<file path="config.mk">
export PLATFORM = sky130hd
export DESIGN_NAME = moving_average_crossover_tracker_unit
export DESIGN_NICKNAME = d
export VERILOG_FILES = /design/src/mact_pkg.sv /design/src/moving_average_crossover_tracker_unit.sv /design/src/mact_div.sv /design/src/mact_dp.sv /design/src/mact_ctrl.sv
export SDC_FILE = /design/constraint.sdc
export NUM_CORES = 2
export LEC_CHECK = 0
export BUFFER_PORTS_ARGS = -buffer_cell sky130_fd_sc_hd__buf_2
export CORE_ASPECT_RATIO = 0.6
export CORE_MARGIN = 2
export CORE_UTILIZATION = 45
export CTS_CLUSTER_SIZE = 14
export DETAILED_ROUTE_END_ITERATION = 16
export PLACE_DENSITY = 0.63
export SKIP_CTS_REPAIR_TIMING = 1
export SLEW_MARGIN = 10
export SYNTH_ARGS = -nofsm -noshare
export SYNTH_HDL_FRONTEND = slang
export SYNTH_SLANG_ARGS = --single-unit
export TNS_END_PERCENT = 100
</file>
<file path="constraint.sdc">
create_clock -name clock -period 7.9 [get_ports clock]
set_input_delay 0.79 -clock clock [delete_from_list [all_inputs] [get_ports clock]]
set_output_delay 0.79 -clock clock [all_outputs]
set_load 0.01 [all_outputs]
</file>
<file path="src/mact_pkg.sv">
`default_nettype none

package mact_pkg;

   localparam int PRICE_FIELD_BITS = 32;
   localparam int AVG_FIELD_BITS   = 32;
   localparam int PROFIT_BITS      = 48;
   localparam int WINDOW_CFG_BITS  = 7;
   localparam int CSR_INDEX_BITS   = 2;
   localparam int RSP_TDATA_BITS   = 2 * AVG_FIELD_BITS + PROFIT_BITS;
   localparam int RSP_TUSER_BITS   = 3;

   localparam logic [CSR_INDEX_BITS-1:0] CSR_FIRST_WINDOW  = 2'd0;
   localparam logic [CSR_INDEX_BITS-1:0] CSR_SECOND_WINDOW = 2'd1;

   localparam logic [WINDOW_CFG_BITS-1:0] FIRST_WINDOW_RESET  = 7'd2;
   localparam logic [WINDOW_CFG_BITS-1:0] SECOND_WINDOW_RESET = 7'd7;

   localparam logic [1:0] SIGN_ZERO = 2'd0;
   localparam logic [1:0] SIGN_POS  = 2'd1;
   localparam logic [1:0] SIGN_NEG  = 2'd2;

   localparam logic [1:0] CROSS_NONE = 2'd0;
   localparam logic [1:0] CROSS_UP   = 2'd1;
   localparam logic [1:0] CROSS_DOWN = 2'd2;

   typedef enum logic [2:0] {
      ST_IDLE,
      ST_LOAD,
      ST_ACCUM,
      ST_DIVIDE,
      ST_FINISH
   } mact_state_type;

   typedef struct packed {
      logic capture;
      logic load;
      logic read;
      logic div_start;
      logic commit;
   } mact_cmd_type;

   typedef struct packed {
      logic reads_done;
      logic accum_done;
      logic div_done;
   } mact_status_type;

endpackage

`default_nettype wire

</file>
<file path="src/moving_average_crossover_tracker_unit.sv">
// channel   | direction | handshake            | payload
// request   | in        | req_tvalid/tready    | req_tdata: price
// response  | out       | rsp_tvalid/tready    | rsp_tdata, rsp_tuser
// csr       | in        | csr_valid/csr_ready  | csr_index, csr_data: window lengths
//
// one request at a time: wl history reads on the single memory read port,
// then two bit-serial dividers in parallel, one quotient bit per cycle
// a new request is taken while the previous response still waits in its register
// synchronous active-high reset; history memory needs no clearing pass
`default_nettype none

module moving_average_crossover_tracker_unit #(
   parameter int MAX_WINDOW = 64,
   parameter int PRICE_BITS = 32
) (
   input  wire logic                                  clock,
   input  wire logic                                  reset,
   input  wire logic                                  req_tvalid,
   output logic                                       req_tready,
   input  wire logic [mact_pkg::PRICE_FIELD_BITS-1:0] req_tdata,   // price
   output logic                                       rsp_tvalid,
   input  wire logic                                  rsp_tready,
   // short_average, long_average, profit_total
   output logic [mact_pkg::RSP_TDATA_BITS-1:0]        rsp_tdata,
   output logic [mact_pkg::RSP_TUSER_BITS-1:0]        rsp_tuser,   // cross_kind, pair_closed
   input  wire logic                                  csr_valid,
   output logic                                       csr_ready,
   input  wire logic [mact_pkg::CSR_INDEX_BITS-1:0]   csr_index,
   input  wire logic [mact_pkg::WINDOW_CFG_BITS-1:0]  csr_data
);

   import mact_pkg::*;

   mact_cmd_type    cmd;
   mact_status_type status;

   assign csr_ready = 1'b1;

   mact_ctrl u_ctrl (
      .clock      (clock),
      .reset      (reset),
      .req_tvalid (req_tvalid),
      .req_tready (req_tready),
      .rsp_tvalid (rsp_tvalid),
      .rsp_tready (rsp_tready),
      .status     (status),
      .cmd        (cmd)
   );

   mact_dp #(
      .MAX_WINDOW (MAX_WINDOW),
      .PRICE_BITS (PRICE_BITS)
   ) u_dp (
      .clock     (clock),
      .reset     (reset),
      .csr_valid (csr_valid),
      .csr_index (csr_index),
      .csr_data  (csr_data),
      .req_tdata (req_tdata),
      .cmd       (cmd),
      .status    (status),
      .rsp_tdata (rsp_tdata),
      .rsp_tuser (rsp_tuser)
   );

endmodule

`default_nettype wire

</file>
<file path="src/mact_div.sv">
`default_nettype none

module mact_div #(
   parameter int DW = 39,
   parameter int VW = 7
) (
   input  wire logic          clock,
   input  wire logic          reset,
   input  wire logic          start,
   input  wire logic [DW-1:0] dividend,
   input  wire logic [VW-1:0] divisor,
   output logic      [DW-1:0] quotient,
   output logic               busy
);

   localparam int CW = $clog2(DW + 1);

   logic [DW-1:0] dq_ff, dq_in;
   logic [VW-1:0] rem_ff, rem_in;
   logic [VW-1:0] dvs_ff, dvs_in;
   logic [CW-1:0] step_ff, step_in;
   logic          busy_ff, busy_in;
   logic [VW:0]   trial;
   logic [VW:0]   diff;
   logic          ge;

   always_comb begin
      trial = {rem_ff, dq_ff[DW-1]};
      ge    = trial >= {1'b0, dvs_ff};
      diff  = trial - {1'b0, dvs_ff};
      dq_in   = dq_ff;
      rem_in  = rem_ff;
      dvs_in  = dvs_ff;
      step_in = step_ff;
      busy_in = busy_ff;
      if (start) begin
         dq_in   = dividend;
         rem_in  = '0;
         dvs_in  = divisor;
         step_in = '0;
         busy_in = 1'b1;
      end else if (busy_ff) begin
         dq_in   = {dq_ff[DW-2:0], ge};
         rem_in  = ge ? diff[VW-1:0] : trial[VW-1:0];
         step_in = step_ff + 1'b1;
         busy_in = step_ff != CW'(DW - 1);
      end
   end

   always_ff @(posedge clock) begin
      if (reset) begin
         busy_ff <= 1'b0;
         step_ff <= '0;
      end else begin
         busy_ff <= busy_in;
         step_ff <= step_in;
      end
      dq_ff  <= dq_in;
      rem_ff <= rem_in;
      dvs_ff <= dvs_in;
   end

   assign quotient = dq_ff;
   assign busy     = busy_ff;

endmodule

`default_nettype wire

</file>
<file path="src/mact_dp.sv">
`default_nettype none

module mact_dp #(
   parameter int MAX_WINDOW = 64,
   parameter int PRICE_BITS = 32
) (
   input  wire logic                                     clock,
   input  wire logic                                     reset,
   input  wire logic                                     csr_valid,
   input  wire logic [mact_pkg::CSR_INDEX_BITS-1:0]      csr_index,
   input  wire logic [mact_pkg::WINDOW_CFG_BITS-1:0]     csr_data,
   input  wire logic [mact_pkg::PRICE_FIELD_BITS-1:0]    req_tdata,
   input  wire mact_pkg::mact_cmd_type                   cmd,
   output mact_pkg::mact_status_type                     status,
   output logic [mact_pkg::RSP_TDATA_BITS-1:0]           rsp_tdata,
   output logic [mact_pkg::RSP_TUSER_BITS-1:0]           rsp_tuser
);

   import mact_pkg::*;

   localparam int PW = (PRICE_BITS < PRICE_FIELD_BITS) ? PRICE_BITS : PRICE_FIELD_BITS;
   localparam int AW = (MAX_WINDOW > 1) ? $clog2(MAX_WINDOW) : 1;
   localparam int WW = $clog2(MAX_WINDOW + 1);
   localparam int SW = PW + WW;

   function automatic logic [WW-1:0] clamp_window(input logic [WINDOW_CFG_BITS-1:0] w);
      logic [31:0] wx;
      logic [WW-1:0] r;
      wx = 32'(w);
      if (wx == 32'd0) begin
         r = WW'(1);
      end else if (wx > 32'(MAX_WINDOW)) begin
         r = WW'(MAX_WINDOW);
      end else begin
         r = WW'(wx);
      end
      return r;
   endfunction

   logic [PW-1:0] mem [MAX_WINDOW];

   logic [WINDOW_CFG_BITS-1:0] first_ff, first_in;
   logic [WINDOW_CFG_BITS-1:0] second_ff, second_in;
   logic [PW-1:0]              price_ff, price_in;
   logic [WW-1:0]              ws_ff, ws_in;
   logic [WW-1:0]              wl_ff, wl_in;
   logic [AW-1:0]              rd_idx_ff, rd_idx_in;
   logic [AW-1:0]              wr_ptr_ff, wr_ptr_in;
   logic [WW-1:0]              cnt_ff, cnt_in;
   logic [WW-1:0]              rd_k_ff, rd_k_in;
   logic                       rd_valid_ff, rd_valid_in;
   logic [PW-1:0]              rd_data_ff;
   logic [SW-1:0]              ssum_ff, ssum_in;
   logic [SW-1:0]              lsum_ff, lsum_in;
   logic [WW-1:0]              seen_ff, seen_in;
   logic [1:0]                 sign_ff, sign_in;
   logic                       open_ff, open_in;
   logic [PW-1:0]              open_price_ff, open_price_in;
   logic [PROFIT_BITS-1:0]     profit_ff, profit_in;
   logic [1:0]                 kind_ff, kind_in;
   logic                       closed_ff, closed_in;
   logic [PW-1:0]              savg_ff, savg_in;
   logic [PW-1:0]              lavg_ff, lavg_in;

   logic [WW-1:0]          wa, wb;
   logic [SW-1:0]          squot, lquot;
   logic                   sbusy, lbusy;
   logic [1:0]             sign_now;
   logic [PW:0]            delta;
   logic [PROFIT_BITS:0]   psum;

   mact_div #(.DW(SW), .VW(WW)) u_short_div (
      .clock    (clock),
      .reset    (reset),
      .start    (cmd.div_start),
      .dividend (ssum_ff),
      .divisor  (ws_ff),
      .quotient (squot),
      .busy     (sbusy)
   );

   mact_div #(.DW(SW), .VW(WW)) u_long_div (
      .clock    (clock),
      .reset    (reset),
      .start    (cmd.div_start),
      .dividend (lsum_ff),
      .divisor  (wl_ff),
      .quotient (lquot),
      .busy     (lbusy)
   );

   assign status.reads_done = cnt_ff == wl_ff;
   assign status.accum_done = (cnt_ff == wl_ff) && !rd_valid_ff;
   assign status.div_done   = !sbusy && !lbusy;

   // config writes
   always_comb begin
      first_in  = first_ff;
      second_in = second_ff;
      if (csr_valid && csr_index == CSR_FIRST_WINDOW) begin
         first_in = csr_data;
      end
      if (csr_valid && csr_index == CSR_SECOND_WINDOW) begin
         second_in = csr_data;
      end
   end

   // window sums
   always_comb begin
      wa          = clamp_window(first_ff);
      wb          = clamp_window(second_ff);
      price_in    = cmd.capture ? req_tdata[PW-1:0] : price_ff;
      ws_in       = ws_ff;
      wl_in       = wl_ff;
      rd_idx_in   = rd_idx_ff;
      cnt_in      = cnt_ff;
      ssum_in     = ssum_ff;
      lsum_in     = lsum_ff;
      rd_valid_in = cmd.read;
      rd_k_in     = cnt_ff;
      if (cmd.load) begin
         ws_in     = (wa < wb) ? wa : wb;
         wl_in     = (wa < wb) ? wb : wa;
         rd_idx_in = (wr_ptr_ff == '0) ? AW'(MAX_WINDOW - 1) : wr_ptr_ff - 1'b1;
         cnt_in    = '0;
         ssum_in   = '0;
         lsum_in   = '0;
      end else begin
         if (cmd.read) begin
            rd_idx_in = (rd_idx_ff == '0) ? AW'(MAX_WINDOW - 1) : rd_idx_ff - 1'b1;
            cnt_in    = cnt_ff + 1'b1;
         end
         if (rd_valid_ff) begin
            lsum_in = lsum_ff + SW'(rd_data_ff);
            if (rd_k_ff < ws_ff) begin
               ssum_in = ssum_ff + SW'(rd_data_ff);
            end
         end
      end
   end

   // crossover and profit
   always_comb begin
      savg_in = (seen_ff < ws_ff) ? price_ff : squot[PW-1:0];
      lavg_in = (seen_ff < wl_ff) ? price_ff : lquot[PW-1:0];
      if (lavg_in > savg_in) begin
         sign_now = SIGN_POS;
      end else if (lavg_in < savg_in) begin
         sign_now = SIGN_NEG;
      end else begin
         sign_now = SIGN_ZERO;
      end
      if (sign_ff == SIGN_POS && sign_now == SIGN_NEG) begin
         kind_in = CROSS_UP;
      end else if (sign_ff == SIGN_NEG && sign_now == SIGN_POS) begin
         kind_in = CROSS_DOWN;
      end else begin
         kind_in = CROSS_NONE;
      end
      delta = {1'b0, open_price_ff} - {1'b0, price_ff};
      psum  = {profit_ff[PROFIT_BITS-1], profit_ff}
            + {{(PROFIT_BITS - PW){delta[PW]}}, delta};

      sign_in       = sign_ff;
      open_in       = open_ff;
      open_price_in = open_price_ff;
      profit_in     = profit_ff;
      closed_in     = closed_ff;
      wr_ptr_in     = wr_ptr_ff;
      seen_in       = seen_ff;
      if (cmd.commit) begin
         sign_in   = sign_now;
         closed_in = 1'b0;
         if (kind_in != CROSS_NONE) begin
            if (!open_ff) begin
               open_in       = 1'b1;
               open_price_in = price_ff;
            end else begin
               open_in   = 1'b0;
               closed_in = 1'b1;
               if (psum[PROFIT_BITS] != psum[PROFIT_BITS-1]) begin
                  profit_in = psum[PROFIT_BITS] ? {1'b1, {(PROFIT_BITS-1){1'b0}}}
                                                : {1'b0, {(PROFIT_BITS-1){1'b1}}};
               end else begin
                  profit_in = psum[PROFIT_BITS-1:0];
               end
            end
         end
         wr_ptr_in = (wr_ptr_ff == AW'(MAX_WINDOW - 1)) ? '0 : wr_ptr_ff + 1'b1;
         if (seen_ff != WW'(MAX_WINDOW)) begin
            seen_in = seen_ff + 1'b1;
         end
      end
   end

   always_ff @(posedge clock) begin
      if (cmd.read) begin
         rd_data_ff <= mem[rd_idx_ff];
      end
      if (cmd.commit) begin
         mem[wr_ptr_ff] <= price_ff;
      end
   end

   always_ff @(posedge clock) begin
      if (reset) begin
         first_ff      <= FIRST_WINDOW_RESET;
         second_ff     <= SECOND_WINDOW_RESET;
         wr_ptr_ff     <= '0;
         seen_ff       <= '0;
         sign_ff       <= SIGN_ZERO;
         open_ff       <= 1'b0;
         open_price_ff <= '0;
         profit_ff     <= '0;
         rd_valid_ff   <= 1'b0;
         cnt_ff        <= '0;
         wl_ff         <= WW'(1);
         ws_ff         <= WW'(1);
      end else begin
         first_ff      <= first_in;
         second_ff     <= second_in;
         wr_ptr_ff     <= wr_ptr_in;
         seen_ff       <= seen_in;
         sign_ff       <= sign_in;
         open_ff       <= open_in;
         open_price_ff <= open_price_in;
         profit_ff     <= profit_in;
         rd_valid_ff   <= rd_valid_in;
         cnt_ff        <= cnt_in;
         wl_ff         <= wl_in;
         ws_ff         <= ws_in;
      end
      price_ff  <= price_in;
      rd_idx_ff <= rd_idx_in;
      rd_k_ff   <= rd_k_in;
      ssum_ff   <= ssum_in;
      lsum_ff   <= lsum_in;
      if (cmd.commit) begin
         kind_ff   <= kind_in;
         closed_ff <= closed_in;
         savg_ff   <= savg_in;
         lavg_ff   <= lavg_in;
      end
   end

   assign rsp_tdata = {profit_ff, AVG_FIELD_BITS'(lavg_ff), AVG_FIELD_BITS'(savg_ff)};
   assign rsp_tuser = {closed_ff, kind_ff};

   a_wr_ptr_range: assert property (@(posedge clock) disable iff (reset)
      32'(wr_ptr_ff) < 32'(MAX_WINDOW))
      else $error("write pointer out of range");

   a_seen_range: assert property (@(posedge clock) disable iff (reset)
      32'(seen_ff) <= 32'(MAX_WINDOW))
      else $error("items seen beyond window maximum");

   a_pair_toggle: assert property (@(posedge clock) disable iff (reset)
      cmd.commit |=> ((open_ff != $past(open_ff)) == (kind_ff != CROSS_NONE)))
      else $error("pair state did not follow cross");

   a_profit_hold: assert property (@(posedge clock) disable iff (reset)
      !cmd.commit |=> $stable(profit_ff))
      else $error("profit changed without commit");

endmodule

`default_nettype wire

</file>
<file path="src/mact_ctrl.sv">
`default_nettype none

module mact_ctrl (
   input  wire logic                       clock,
   input  wire logic                       reset,
   input  wire logic                       req_tvalid,
   output logic                            req_tready,
   output logic                            rsp_tvalid,
   input  wire logic                       rsp_tready,
   input  wire mact_pkg::mact_status_type  status,
   output mact_pkg::mact_cmd_type          cmd
);

   import mact_pkg::*;

   mact_state_type state_ff, state_in;
   logic           rsp_valid_ff, rsp_valid_in;
   logic           out_free;

   assign out_free = !rsp_valid_ff || rsp_tready;

   always_comb begin
      state_in = state_ff;
      unique case (state_ff)
         ST_IDLE: begin
            if (req_tvalid) begin
               state_in = ST_LOAD;
            end
         end
         ST_LOAD: begin
            state_in = ST_ACCUM;
         end
         ST_ACCUM: begin
            if (status.accum_done) begin
               state_in = ST_DIVIDE;
            end
         end
         ST_DIVIDE: begin
            if (status.div_done) begin
               state_in = ST_FINISH;
            end
         end
         ST_FINISH: begin
            if (out_free) begin
               state_in = ST_IDLE;
            end
         end
         default: begin
            state_in = ST_IDLE;
         end
      endcase
   end

   always_comb begin
      req_tready    = 1'b0;
      cmd           = '0;
      unique case (state_ff)
         ST_IDLE: begin
            req_tready  = 1'b1;
            cmd.capture = req_tvalid;
         end
         ST_LOAD: begin
            cmd.load = 1'b1;
         end
         ST_ACCUM: begin
            cmd.read      = !status.reads_done;
            cmd.div_start = status.accum_done;
         end
         ST_DIVIDE: begin
         end
         ST_FINISH: begin
            cmd.commit = out_free;
         end
         default: begin
         end
      endcase
   end

   always_comb begin
      rsp_valid_in = rsp_valid_ff;
      if (cmd.commit) begin
         rsp_valid_in = 1'b1;
      end else if (rsp_tready) begin
         rsp_valid_in = 1'b0;
      end
   end

   always_ff @(posedge clock) begin
      if (reset) begin
         state_ff     <= ST_IDLE;
         rsp_valid_ff <= 1'b0;
      end else begin
         state_ff     <= state_in;
         rsp_valid_ff <= rsp_valid_in;
      end
   end

   assign rsp_tvalid = rsp_valid_ff;

endmodule

`default_nettype wire
</file>
**Word-level counts from Yosys, hierarchy flattened**

Memory sizes are Yosys's and may differ from the RTL's. A register that Yosys moved wholly into a read port is not among the register bits.
Cells that the tools add are included.

- Memories kept: 1
- Input bits: 46
- Register bits after elaboration: 446
- Bits in writable memories: 2048
- Output and inout port bits: 118
- Logic and storage cells: 153

- Reduce and logical (&&, ||, !) cells: 31
- Multiplexer cells: 45
- Add/sub/neg operators: 13
- Bitwise operators: 1
- Magnitude comparators: 10
- Equal/unequal tests: 19

Memories:

| name | words | bits a word | rd ports | clocked after memory_dff | wr ports | RTL line | RTL |
|---|---|---|---|---|---|---|---|
| u_dp.mem | 64 | 32 | 1 | 1 | 1 | mact_dp.sv:40 | `logic [PW-1:0] mem [MAX_WINDOW];` |

Operators with widths:

| kind | number |
|---|---|
| 2-to-1 mux 39 bit | 4 |
| 2-to-1 mux 48 bit | 2 |
| adder 39 x 32 -> 39 bit | 2 |
| 2-to-1 mux 32 bit | 2 |
| 2-to-1 mux 7 bit | 8 |
| adder 48 x 33 -> 49 bit | 1 |
| subtractor 32 x 32 -> 33 bit | 1 |
| greater-than comparator 32 bit | 1 |
| less-than comparator 32 bit | 1 |
| 2-to-1 mux 6 bit | 5 |
| less-than comparator 7 bit | 4 |
| adder 6 x 1 -> 6 bit (second input constant) | 3 |
| >= comparator 8 x 7 -> 1 bit | 2 |
| case mux 3 bit (5 select lines) | 1 |
| adder 7 x 1 -> 7 bit (second input constant) | 2 |
| greater-than comparator 7 bit (second input constant) | 2 |
| zero test 7 bit | 2 |
| 2-to-1 mux 1 bit | 14 |
| subtractor 7 bit | 2 |
| zero test 6 bit | 2 |
| 2-to-1 mux 3 bit | 4 |
| != test 6 bit (second input constant) | 2 |
| subtractor 6 x 1 -> 6 bit (second input constant) | 2 |
| 2-to-1 mux 2 bit | 5 |
| other kinds (22) | 45 |

**Logic depth before layout (Yosys ltp)**

- Word-level depth: 11
- Depth in mapped cells: 26
- Depth with buffers taken out: 24

**Modules after synthesis**

A second synthesis with hierarchy kept.

- Cell total of the unflattened synthesis: 6177
- Area total of the unflattened synthesis: 107629.5 um^2

By module, submodules not included:

| module | cells an instance | times used | area each (um^2) | seq. area each (um^2) |
|---|---|---|---|---|
| mact_dp | 5692 | 1 | 101444.8 | 69957.1 |
| mact_div | 227 | 2 | 2964.1 | 1661.6 |
| mact_ctrl | 29 | 1 | 245.2 | 80.1 |
| moving_average_crossover_tracker_unit | 2 | 1 | 11.3 | 0.0 |

**Worst setup path after synthesis**

OpenSTA, ideal clock, no wires.

- Path type: reg-to-reg
- Start point: register u_dp.price_ff[7]
- End point: register u_dp.profit_ff[36]
- Required time: 7.814 ns
- Setup slack: 0.673 ns
- Buffers on the path: 3
- Cell stages (with the launch flop): 25
- Arrival time: 7.141 ns
- Library setup time: 0.086 ns
- Clock period less this slack: 7.227 ns
- Cells stage by stage: edfxtp_1 inv_1 ha_1 a21o_1 a21o_1 a21oi_1 nor3b_1 a2111oi_0 o41ai_1 a21oi_1 a41o_1 o41ai_1 ha_1 clkbuf_1 a21oi_1 o21a_1 o21ai_0 a311oi_1 o21a_1 o31ai_4 xnor2_2 buf_6 buf_6 a21oi_1 a211oi_1

- Word-level cells in the longest chain between the ends: 10
- Elaborated cells between the ends (all ways): 19
- Classes of those cells: add/sub (2); order compare (2); eq/ne (3); mux (8); reduce/logical (4)

RTL lines:

| item | RTL line | RTL |
|---|---|---|
| start, declared | mact_dp.sv:44 | `logic [PW-1:0] price_ff, price_in;` |
| start signal, assigned | mact_dp.sv:233 | `price_ff <= price_in;` |
| parallel branches: the longest is 10 deep, another holds adder 48 x 33 -> 49 bit | n/a |  |
| end signal, assigned | mact_dp.sv:227 | `profit_ff <= profit_in;` |
| end, declared | mact_dp.sv:59 | `logic [PROFIT_BITS-1:0] profit_ff, profit_in;` |

Several ways; the timed one is not identified.
A chain may end at the register's enable or synchronous reset.

**Final worst setup path**

- Start point: register u_dp.price_ff[2]
- End point: register u_dp.profit_ff[27]

Same word-level chain as after synthesis.

==> impl_metrics.csv <==
group,metric,value,unit
status,status,"finished, final reports clean",
power,p_comb_frac,0.140,
logic_synthesis,post_synth_xor_area_fraction,0.01336,
grt,grt_use_met3,0.06200,
sta,unrepaired_setup_endpoints_after_global_routing,"no",
sta,worst_pin_slew,1.155,ns
layout,postLayoutCellArea,118300,um2
logic_synthesis,synthesis.area,106100,um2
grt,global_route.overflow_total,0,
route,viasPerCell,6.142,
floorplanning,core.rowCount,138,
logic_synthesis,async_set_reset_flop_share_out_of_synthesis,0,
grt,grt-busiest-layer,"met1",
power,worst_voltage_drop_across_the_vdd_grid,0.2150,mV
critical_path,crit_arrival,7.68,ns
grt,grt_antenna_before_repair,38,
floorplanning,design.die.area,239900,um2
layout,final_layout_size_suffix_gt1_frac,0.2433,
power,clk_pwr_share,0.351,
critical_path,timing.critical_path.slowest_stage_cell,"a2111oi_0",
place,place.gp.congestion,0.8987,
floorplanning,die_x_extent,630.9,um
logic_synthesis,yosys.area_share.simple,0.03785,
logic_synthesis,synthMuxAreaShare,0.1676,
critical_path,max_stage_delay,0.89,ns
clock_network,max-clock-path-buffers,4,
logic_synthesis,dominantRegCellSynth,"edfxtp_1",
place,place_ws,1.239,ns
logic_synthesis,synth_top_cells_by_count,"2277 x edfxtp_1, 672 x mux4_2, 349 x nor2_1, 249 x dfxtp_1, 234 x a21oi_1",
critical_path,required_time_of_the_worst_setup_path,8.67,ns
clock_network,clkLatencyLatePin,0.89,ns
critical_path,setup.worst_path.end_class,"register",
logic_synthesis,synth.area.top_cells,"edfxtp_1 64%, mux4_2 14%, dfxtp_1 4.7%, ha_1 2.7%, mux2_2 1.5%",
layout,area_growth_syn_to_layout,11.43,%
grt,grt_max_degree,161,
grt,met2_track_demand_over_resource_in_global_routing,0.3474,
sta,final_critical_path_setup_slack,0.9911,ns
logic_synthesis,netlist.area_leader.share,0.6443,
power,sequentialPowerShare,0.509,
route,drc,0,
grt,globalRouteTotalUtil,0.2419,
clock_network,clock_sinks,2526,
sta,final_min_period_over_clock_period,0.8745,
power,proportion_of_total_power_due_to_net_switching,0.2549,
critical_path,worst_setup_path_start_kind,"register",
sta,finalCriticalPeriod,6.909,ns
grt,m1_gr_usage,0.3756,
logic_synthesis,synth_seq_area_share,0.6913,
floorplanning,starting_density_of_the_core,0.4513,
logic_synthesis,synth.most_common_cell,"edfxtp_1",
critical_path,crit_type,"reg -> reg",
sta,clock_skew,0.05629,ns
layout,fill_cells,19120,
critical_path,timing.critical_path.max_delay_family,"compound AO/OA/AOI/OAI gates",
layout,seq_area,73360,um2
clock_network,clock_tree_from_tritoncts,"yes",
logic_synthesis,main_combinational_cell_family_by_area_after_synthesis,"multiplexers",
place,portbufs,162,
run,max-cap-violations,0,
floorplanning,io_pins,164,
route,drt_iter0_markers,8628,
floorplanning,core_outline_area,235200,um2
place,dp_hpwl,175000,um
hold_path,holdCritPathClass,"in -> reg",
logic_synthesis,synth_adder_area_share,0.02827,
logic_synthesis,synthesis.yosys.warnings,0,
logic_synthesis,synth_enable_flop_cells,2277,
layout,nets,6428,
clock_network,numCtsBuffers,226,
route,postRouteWirelength,293800,um
grt,first_pass_grt_wire_length,414800,um
sta,tns,0,ns
logic_synthesis,cell_accounting_for_the_most_synthesized_area,"edfxtp_1",
sta,setup_viol_count_final,0,
power,power_density,249.8,nW/um2
clock_network,cts_root_buffer,"clkbuf_16",
logic_synthesis,synth_compound_area_frac,0.04668,
sta,clock.fmax,144.7,MHz
logic_synthesis,avgSynthCellArea,18.04,um2
logic_synthesis,syn-num-nets,6162,
place,dpl_cell_area,111600,um2
logic_synthesis,synth.lib_cells_used.distinct,86,
critical_path,crit_path_cell_chain,"inv_1, ha_1, nor2b_1, o21a_1, o21ai_0, a21o_1, a2111oi_0, o41ai_1, a21oi_1, a41o_1, o41ai_2, buf_4, ha_1, a21oi_1, o21a_1, o21ai_0, a311oi_1, o21a_1, o31ai_4, xnor2_4, buf_4, o21ai_0, a211oi_1",
logic_synthesis,synth-seq-cells,2526,
floorplanning,dieHeight,380.2,um
layout,post-route-util,0.5028,
grt,grt_pass1_vias,55310,
critical_path,path_buf_inv,3,
route,wl_per_cell,31.10,um
power,p_int,22010,uW
route,drt.antenna.violating_nets,0,
logic_synthesis,post_synthesis_cells,5883,
critical_path,crit_fanout,35,
sta,final-max-slew-violation-count,0,
clock_network,cts.reportedPaths.clkPinSlew,0.07,ns
sta,relSlewSlack,0.2303,
route,drtPass1Iterations,6,
power,p_leak,0.03893,uW
sta,hold_ws,0.07900,ns
power,netSwitchingPower,7529,uW
layout,multiInputGateArea,31720,um2
route,vias,58010,
clock_network,cts_htree_levels,4,
sta,timing.final.hold_violations,0,
[worst reg2reg max path, delay by kind of cell (launching register included)]
family	cells	cell delay, ns
compound gates	16	3.73
fa+ha+maj	2	0.79
xor+xnor	1	0.78
buf+inv	3	0.69
flops	1	0.63
simple gates	1	0.15
[path summary, 6_finish.rpt]
check / from / to / slack (ns) / depth (start not counted)
setup / recovery: u_dp.price_ff[2] / u_dp.profit_ff[27] / 0.99 / 23
hold / removal: req_tdata[15] / u_dp.price_ff[15] / 0.08 / 1
setup reg to reg: u_dp.price_ff[2] / u_dp.profit_ff[27] / 0.99 / 23
hold reg to reg: u_dp.cnt_ff[6] / u_dp.rd_k_ff[6] / 0.42 / 0
[cells in the final DEF, fill, tap and decap left out, types with 15 or more instances in the layout]
cell / n
buf_4: 154
xnor2_1: 91
buf_2: 161
nor3_1: 38
clkbuf_16: 227
clkbuf_1: 49
nand2b_1: 36
nor2b_1: 32
nor2_1: 285
o21bai_1: 22
dfxtp_1: 248
a21o_1: 95
xor2_1: 69
nand3_1: 80
mux4_2: 672
mux2i_1: 105
inv_1: 116
and3_1: 15
mux2_2: 142
a211oi_1: 84
o21a_1: 20
clkinv_1: 42
ha_1: 227
or3_1: 18
nor2_4: 64
o21ai_0: 157
a21oi_1: 233
nand4_1: 40
clkinv_2: 26
o211ai_1: 18
edfxtp_1: 2277
nand2_1: 177
a31oi_1: 19
[sequential cells by signal, indices dropped and copies added, names as in the netlist, 32 cells and up]
| register | flops |
|---|---|
| u_dp.savg_ff | 32 |
| u_dp.profit_ff | 48 |
| u_dp.ssum_ff | 39 |
| u_dp.u_short_div.quotient | 39 |
| u_dp.lavg_ff | 32 |
| u_dp.u_long_div.quotient | 39 |
| u_dp.rd_data_ff | 32 |
| u_dp.price_ff | 32 |
| u_dp.lsum_ff | 39 |
| u_dp.open_price_ff | 32 |
| u_dp.mem | 2048 |
[power by group through the flow]
stage / logic [uW] / registers (uW) / clock network [uW]
floorplan: 2560 / 15400 / 0
detailed placement: 4060 / 15300 / 0
global placement: 4020 / 15300 / 0
global route: 4400 / 15100 / 11000
finish: 4120 / 15000 / 10400
CTS: 4080 / 15000 / 10500
[layer usage]
metal  part of all wire  vias to the layer above  wire, um
li1                   -                    24310         -
met1               0.43                    30450    127800
met2               0.43                     2920    127300
met3               0.11                      328     33620
met4              0.017                        8      5018
met5            0.00018                        -        52
[layout make-up]
class,instances,share of cell area
sequential,2526,0.6204
multi-input combinational,2950,0.2682
clock buffer,283,0.05041
tap,3150,0.03333
timing repair buffer,325,0.01828
clock inverter,85,0.005417
inverter,120,0.003820
antenna,7,0.0001481
[cell families (layout without fill, tap and decap cells)]
| group | count (synthesis) | in the layout |
|---|---|---|
| AO/OA/AOI/OAI | 771 | 771 |
| XOR/XNOR | 161 | 161 |
| adder cells (fa/ha/maj) | 237 | 237 |
| multiplexers | 919 | 919 |
| AND/OR/NAND/NOR | 861 | 861 |
| flip-flops | 2526 | 2526 |
| other | 1 | 8 |
| buffers and inverters | 407 | 813 |
[per-stage QoR]
| stage | cells | total power, uW |
|---|---|---|
| after floorplan | 5883 | 17910 |
| after global routing | 9439 | 30500 |
| after global placement | 9071 | 19340 |
| after CTS | 9439 | 29640 |
| final | 9446 | 29540 |
| after detailed placement | 9071 | 19390 |
Power figures use the tool's default switching activity.
